## src/design/rbra_pkg.sv

```systemverilog
// Shared constants and types for the register bank read arbiter.
// No dependencies; imported by every module of the block.
package rbra_pkg;

    localparam int COLLECTOR_ROWS = 4;   // 1 to 4
    localparam int BANKS          = 4;   // 2 to 4
    localparam int SRC_COLS       = 3;
    localparam int SLOT_COUNT     = COLLECTOR_ROWS * SRC_COLS;
    localparam int SLOT_MAX       = 12;

    localparam int BANK_W         = 2;
    localparam int BANK_PTR_DEPTH = 2 ** BANK_W;
    localparam int PTR_W          = 4;
    localparam int ADDR_W         = 8;
    localparam int ROW_W          = 2;
    localparam int COL_W          = 2;

    localparam int S_TDATA_W      = 136;
    localparam int M_TDATA_W      = 24;

    // What one row lane reports once the grant is known.
    typedef struct packed {
        logic              hit;
        logic [COL_W-1:0]  col;
        logic [ADDR_W-1:0] addr;
    } lane_res_t;

endpackage

```

## src/design/rbra_lane.sv

```systemverilog
// One collector row: bank match for its three source slots and readout
// of the granted slot. Depends on rbra_pkg.
module rbra_lane (
    input  logic [rbra_pkg::SRC_COLS-1:0]            slot_valid,
    input  logic [rbra_pkg::SRC_COLS*2-1:0]          slot_banks,
    input  logic [rbra_pkg::SRC_COLS*rbra_pkg::ADDR_W-1:0] slot_addr,
    input  logic [rbra_pkg::BANK_W-1:0]              bank_select,
    input  logic [rbra_pkg::SRC_COLS-1:0]            grant,
    output logic [rbra_pkg::SRC_COLS-1:0]            match,
    output rbra_pkg::lane_res_t                      res
);
    import rbra_pkg::*;

    always_comb begin
        for (int c = 0; c < SRC_COLS; c++) begin
            match[c] = slot_valid[c] && (slot_banks[2*c +: 2] == bank_select);
        end
    end

    // Grant is one-hot across the whole block, so OR the selected columns.
    always_comb begin
        res.hit  = |grant;
        res.col  = '0;
        res.addr = '0;
        for (int c = 0; c < SRC_COLS; c++) begin
            if (grant[c]) begin
                res.col  = res.col | COL_W'(c);
                res.addr = res.addr | slot_addr[ADDR_W*c +: ADDR_W];
            end
        end
    end

endmodule

```

## src/design/rbra_rr_pick.sv

```systemverilog
// Round-robin merge of the lane match bits: first request at or after
// the start slot, wrapping once. Depends on rbra_pkg.
module rbra_rr_pick (
    input  logic [rbra_pkg::SLOT_COUNT-1:0] req,
    input  logic [rbra_pkg::PTR_W-1:0]      start,
    output logic [rbra_pkg::SLOT_COUNT-1:0] grant,
    output logic                            any
);
    import rbra_pkg::*;

    logic [SLOT_COUNT-1:0] upper_req;
    logic [SLOT_COUNT-1:0] sel_req;

    always_comb begin
        for (int i = 0; i < SLOT_COUNT; i++) begin
            upper_req[i] = req[i] && (PTR_W'(i) >= start);
        end
    end

    // Isolate the lowest set bit of the chosen half.
    assign sel_req = (|upper_req) ? upper_req : req;
    assign grant   = sel_req & (~sel_req + SLOT_COUNT'(1));
    assign any     = |req;

endmodule

```

## src/design/register_bank_read_arbiter.sv

```systemverilog
// Top level of the register bank read arbiter: row lanes, round-robin merge,
// per-bank pointers and the output register. Depends on rbra_pkg,
// rbra_lane and rbra_rr_pick.
//
//  channel | dir | handshake          | payload
//  --------+-----+--------------------+----------------------------------------
//  s_      | in  | s_tvalid/s_tready  | s_tuser bank, s_tdata slots
//  m_      | out | m_tvalid/m_tready  | m_tuser found, m_tdata grant and addr
//
// One transaction per clock while s_tready is high: the round is resolved in
// the cycle it is accepted and lands in the output register, with its bank
// pointer updated at the same edge when a slot wins, so the next round for
// that bank sees it at once. s_tready drops only while a result sits in the
// output register and m_tready is low. aresetn (synchronous) clears all
// bank pointers and the output valid.
module register_bank_read_arbiter (
    input  logic                            aclk,
    input  logic                            aresetn,
    input  logic                            s_tvalid,
    output logic                            s_tready,
    // [131:84] slot_addr_high, [83:36] slot_addr_low, [35:12] slot_banks,
    // [11:0] slot_valid, [135:132] zero
    input  logic [rbra_pkg::S_TDATA_W-1:0]  s_tdata,
    // [1:0] bank_select
    input  logic [rbra_pkg::BANK_W-1:0]     s_tuser,
    output logic                            m_tvalid,
    input  logic                            m_tready,
    // [23:16] read_addr, [15:4] grant_onehot, [3:2] grant_col, [1:0] grant_row
    output logic [rbra_pkg::M_TDATA_W-1:0]  m_tdata,
    // [0] found
    output logic                            m_tuser
);
    import rbra_pkg::*;

    // Unpack the input transaction.
    logic [BANK_W-1:0]          bank_select;
    logic [SLOT_MAX-1:0]        slot_valid;
    logic [2*SLOT_MAX-1:0]      slot_banks;
    logic [ADDR_W*SLOT_MAX-1:0] slot_addr;   // slot s at [8s +: 8]

    assign bank_select = s_tuser;
    assign slot_valid  = s_tdata[11:0];
    assign slot_banks  = s_tdata[35:12];
    assign slot_addr   = {s_tdata[131:84], s_tdata[83:36]};

    // Output valid, declared here since the input handshake depends on it.
    logic                  m_tvalid_reg;
    logic                  m_tvalid_next;

    logic s_accept;
    assign s_tready = !m_tvalid_reg || m_tready;
    assign s_accept = s_tvalid && s_tready;

    // Bank pointers, one slot past the last winner of each bank.
    logic [PTR_W-1:0] bank_ptr_reg [BANK_PTR_DEPTH];
    logic [PTR_W-1:0] ptr_cur;
    logic [PTR_W-1:0] start;
    logic [PTR_W-1:0] ptr_next;
    logic             bank_ok;

    assign bank_ok = ({1'b0, bank_select} < (BANK_W+1)'(BANKS));
    assign ptr_cur = bank_ptr_reg[bank_select];
    assign start   = (ptr_cur >= PTR_W'(SLOT_COUNT)) ? ptr_cur - PTR_W'(SLOT_COUNT)
                                                     : ptr_cur;

    // Row lanes: each checks its three slots against the selected bank.
    logic [SLOT_COUNT-1:0] match;
    logic [SLOT_COUNT-1:0] req;
    logic [SLOT_COUNT-1:0] grant;
    logic                  any;
    lane_res_t             lane_res [COLLECTOR_ROWS];

    for (genvar r = 0; r < COLLECTOR_ROWS; r++) begin : g_lane
        rbra_lane u_lane (
            .slot_valid  (slot_valid[SRC_COLS*r +: SRC_COLS]),
            .slot_banks  (slot_banks[2*SRC_COLS*r +: 2*SRC_COLS]),
            .slot_addr   (slot_addr[ADDR_W*SRC_COLS*r +: ADDR_W*SRC_COLS]),
            .bank_select (bank_select),
            .grant       (grant[SRC_COLS*r +: SRC_COLS]),
            .match       (match[SRC_COLS*r +: SRC_COLS]),
            .res         (lane_res[r])
        );
    end

    // Drop every request when the bank is out of range.
    assign req = bank_ok ? match : '0;

    rbra_rr_pick u_pick (
        .req   (req),
        .start (start),
        .grant (grant),
        .any   (any)
    );

    // Merge the lane results; at most one lane reports a hit.
    logic [ROW_W-1:0]  grant_row;
    logic [COL_W-1:0]  grant_col;
    logic [ADDR_W-1:0] read_addr;

    always_comb begin
        grant_row = '0;
        grant_col = '0;
        read_addr = '0;
        for (int r = 0; r < COLLECTOR_ROWS; r++) begin
            if (lane_res[r].hit) begin
                grant_row = grant_row | ROW_W'(r);
            end
            grant_col = grant_col | lane_res[r].col;
            read_addr = read_addr | lane_res[r].addr;
        end
    end

    // Advance the pointer just past the winner.
    always_comb begin
        ptr_next = '0;
        for (int i = 0; i < SLOT_COUNT; i++) begin
            if (grant[i]) begin
                ptr_next = ptr_next | PTR_W'(i + 1);
            end
        end
    end

    always_ff @(posedge aclk) begin
        if (!aresetn) begin
            for (int b = 0; b < BANK_PTR_DEPTH; b++) begin
                bank_ptr_reg[b] <= '0;
            end
        end else if (s_accept && any) begin
            bank_ptr_reg[bank_select] <= ptr_next;
        end
    end

    // Output register.
    logic                  found_reg;
    logic [M_TDATA_W-1:0]  m_tdata_reg;

    always_comb begin
        m_tvalid_next = m_tvalid_reg;
        if (s_accept) begin
            m_tvalid_next = 1'b1;
        end else if (m_tready) begin
            m_tvalid_next = 1'b0;
        end
    end

    always_ff @(posedge aclk) begin
        if (!aresetn) begin
            m_tvalid_reg <= 1'b0;
        end else begin
            m_tvalid_reg <= m_tvalid_next;
        end
    end

    // Hold the payload until the next accepted transaction.
    always_ff @(posedge aclk) begin
        if (s_accept) begin
            found_reg   <= any;
            m_tdata_reg <= {read_addr, SLOT_MAX'(grant), grant_col, grant_row};
        end
    end

    assign m_tvalid = m_tvalid_reg;
    assign m_tdata  = m_tdata_reg;
    assign m_tuser  = found_reg;

endmodule
```

## config.mk

```make
export PLATFORM = sky130hd
export DESIGN_NAME = register_bank_read_arbiter
export DESIGN_NICKNAME = d
export VERILOG_FILES = /design/src/design/rbra_pkg.sv /design/src/design/rbra_lane.sv /design/src/design/rbra_rr_pick.sv /design/src/design/register_bank_read_arbiter.sv
export SDC_FILE = /design/constraint.sdc
export NUM_CORES = 1
export LEC_CHECK = 0
export ABC_AREA = 0
export BUFFER_PORTS_ARGS = -buffer_cell sky130_fd_sc_hd__buf_4
export CORE_AREA = 2 2 76 115
export DETAILED_ROUTE_END_ITERATION = 10
export DIE_AREA = 0 0 78 117
export GPL_TIMING_DRIVEN = 1
export PLACE_DENSITY = 0.81
export SLEW_MARGIN = 20
export SYNTH_ARGS = -nofsm -noshare
export SYNTH_HDL_FRONTEND = slang
export SYNTH_SLANG_ARGS = --single-unit
export TNS_END_PERCENT = 30
```

## constraint.sdc

```tcl
create_clock -name aclk -period 12.7 [get_ports aclk]
set_input_delay 1.27 -clock aclk [delete_from_list [all_inputs] [get_ports aclk]]
set_output_delay 1.27 -clock aclk [all_outputs]
set_load 0.01 [all_outputs]
```

==> flow_summary.toml <==
[yosys]
synth_cells = 467
yosysTopAreaCellShare = 0.3095
ys_ff_latch = 42
synth_edf_count = 41
yosys.area.top_type = "edfxtp_1"
synth_area_leaders = "edfxtp_1 31%, nand3_1 6.7%, o211ai_1 4.7%, xnor2_1 4.6%, nand2_1 4.0%"
syn_avg_cell_area_um2 = 8.517
ys_types = 77
syn_area_um2 = 3978
synth-seq-area-share = 0.3146
synth_nets = 610
synthArstFlopShare = 0
ys.flop_type = "edfxtp_1"
ys_warn_count = 0

[die]
start_util = 0.4846
num_rows = 41
die_y_um = 117
dieWidth_um = 78
die_area_um2 = 9126
fp.coreArea_um2 = 8208
io_pins = 169

[layout]
fin_area_um2 = 5354
fin_nets = 750
stdcell_count = 715
insertedDiodeCount = 0
postLayoutCoreUtil = 0.6523
largest_register_ffs = 24
nFillCells = 740
syn_to_final_growth_pct = 34.60
final_layout_size_suffix_gt1_frac = 0.3224

[place]
dpl.hpwl_mm = 11.25
dpl_cell_area_um2 = 5184
place.gp.congestion = 0.9390
place_inst = 707
portBuffers = 164

[detailed_routing]
via_per_inst = 6.256
dr.pass1.iters = 6
wl_mm = 14.11
first_iter_violations = 408
drt-wirelength-per-cell_um = 19.73
drtAntennaViolNets = 0
drc = 0
dr_total_vias = 4473

[grt]
grt_pass1_vias = 4310
antenna_found_initial = 0
busiest_layer = "met2"
use_met1 = 0.3034
grt_max_degree = 31
grt_pass1_wl_mm = 21.19
gr-total-overflow = 0
use_met2 = 0.5920
grt_usage = 0.2991
use_met3 = 0.04601

[power_and_ir_drop]
p_leak_nw = 2.241
powerDensity_nw_per_um2 = 108.1
ir_worst_vdd_mv = 0.07651

[timing]
setup_violations = 0
period_share = 0.5117
worst_pin_slew_ns = 1.158
max-slew-margin-rel = 0.2263
hold_viol_final = 0
rsz0062_at_grt = "no"
tns_ns = 0
max_freq_ghz = 0.1539
fin_crit_ns = 6.498
final_max_slew_viol_count = 0
clock_skew_ns = 0.006979
whs_ns = 0.5634

[worst_setup_path]
startpoint_type = "input pin"
critical_path.endpoint_type = "flop"
arrival_ns = 6.53
critPathMaxFanout = 21
path_class = "input pin to flop"
cp.required_ns = 12.73

[clock_tree]
cts_setup_buffers = 0
root_buffer = "clkbuf_16"
cts_buffers = 5
clk_path_buf_depth = 2
cts.clk_slew.worst_paths_ns = 0.07
hold_buffers = 0
cts_resized = 0
h-tree-depth = 2
clock_latency_ns = 0.29
cts.sink_count = 42
tritoncts = "built"

[run]
drv_cap = 0

[status]
outcome = "finished, final reports clean"

[hold_path]
hp-class = "flop to flop"
## layer usage
layer  up-vias  routed length (um)
met4         0                 690
met5         -                   0
met2       269                7769
met3        60                 984
li1       2101                   -
met1      2043                4661
## final timing paths
kind	start	end	slack, ns	cells past startpoint
worst min-delay path	m_tvalid$_SDFFE_PN0P_	m_tvalid$_SDFFE_PN0P_	0.56	2
worst min register to register	m_tvalid$_SDFFE_PN0P_	m_tvalid$_SDFFE_PN0P_	0.56	2
worst max-delay path	s_tuser[0]	m_tdata[2]$_DFFE_PP_	6.20	12
worst max register to register	bank_ptr_reg[3][2]$_DFFE_PP_	m_tdata[2]$_DFFE_PP_	7.20	11
## cells in the mapped netlist (2+ instances only)
library cell	n
o41ai_1	3
o22ai_1	2
nand3_1	53
clkbuf_1	21
o211ai_1	25
mux2i_1	12
nand2_1	42
a2111oi_0	8
nor2b_1	4
o211a_1	3
a32oi_1	8
or2_2	2
o31ai_1	2
edfxtp_1	41
nand2b_1	2
and3_1	16
and4b_1	2
o21ai_1	3
a211oi_1	2
mux4_2	3
nor4_1	3
a21o_1	3
xnor2_1	21
or3_1	4
xor2_1	5
a21oi_1	16
a31oi_1	11
nand4_1	9
or4_1	2
inv_1	15
buf_6	6
o21ai_0	8
buf_2	4
nor3_1	13
buf_4	2
and2_1	7
a2111o_1	8
o2bb2ai_1	3
nor2_1	35
## power by group
group | total, mW | switching (mW) | internal [mW]
combinational | 0.267 | 0.160 | 0.106
sequential | 0.179 | 0.00441 | 0.174
clock | 0.134 | 0.0588 | 0.0750
total | 0.579 | 0.223 | 0.356
## cell usage in the layout (no fill, tap or decap), types with 4 or more instances in the layout
cell type	n
o211ai_1	25
clkbuf_16	5
a21oi_1	15
nand4_1	9
buf_4	167
or3_1	4
and3_1	16
o21ai_0	8
inv_1	15
xnor2_1	21
mux2i_1	12
a31oi_1	11
and2_1	7
xor2_1	5
nor2_1	35
nand2_1	42
a2111o_1	8
edfxtp_1	41
nand3_1	53
nor3_1	13
nor2b_1	4
a32oi_1	8
a2111oi_0	8
## worst max-delay path, cell delays in order
cell       delay, ns
buf_4           0.29
mux4_2          0.69
ha_1            0.36
nor2b_1         0.21
a221oi_1        0.48
o221ai_1        0.57
o2bb2ai_1       0.40
or4_1           0.77
a21oi_2         0.64
nor2_2          0.12
and3_4          0.19
or4_4           0.52
## layout make-up
cell class / instances / area (um^2) / share of cell area
Multi-Input combinational cell: 376 / 2507 / 0.4683
Inverter: 15 / 56.30 / 0.01052
Clock inverter: 3 / 26.28 / 0.004908
Timing Repair Buffer: 167 / 1254 / 0.2342
Tap cell: 107 / 133.9 / 0.02501
Sequential cell: 42 / 1251 / 0.2337
Clock buffer: 5 / 125.1 / 0.02337
## metrics by stage
step | power, mW | setup WS, ns
floorplan | 0.3466 | 7.634
global placement | 0.4344 | 6.083
detailed placement | 0.4406 | 6.023
CTS | 0.5735 | 6.314
global route | 0.6058 | 5.937
finish | 0.5790 | 6.202
## cells by family (layout without fill, tap and decap cells)
| group | after synthesis | in the layout | share of synthesized area |
|---|---|---|---|
| AND/OR/NAND/NOR | 202 | 202 | 0.2557 |
| AO/OA/AOI/OAI | 132 | 132 | 0.2614 |
| buffers and inverters | 49 | 190 | 0.06071 |
| flip-flops | 42 | 42 | 0.3146 |
| XOR/XNOR | 26 | 26 | 0.05725 |
| multiplexers | 15 | 15 | 0.04718 |
| adder cells (fa/ha/maj) | 1 | 1 | 0.003145 |
Power figures use the tool's default switching activity.
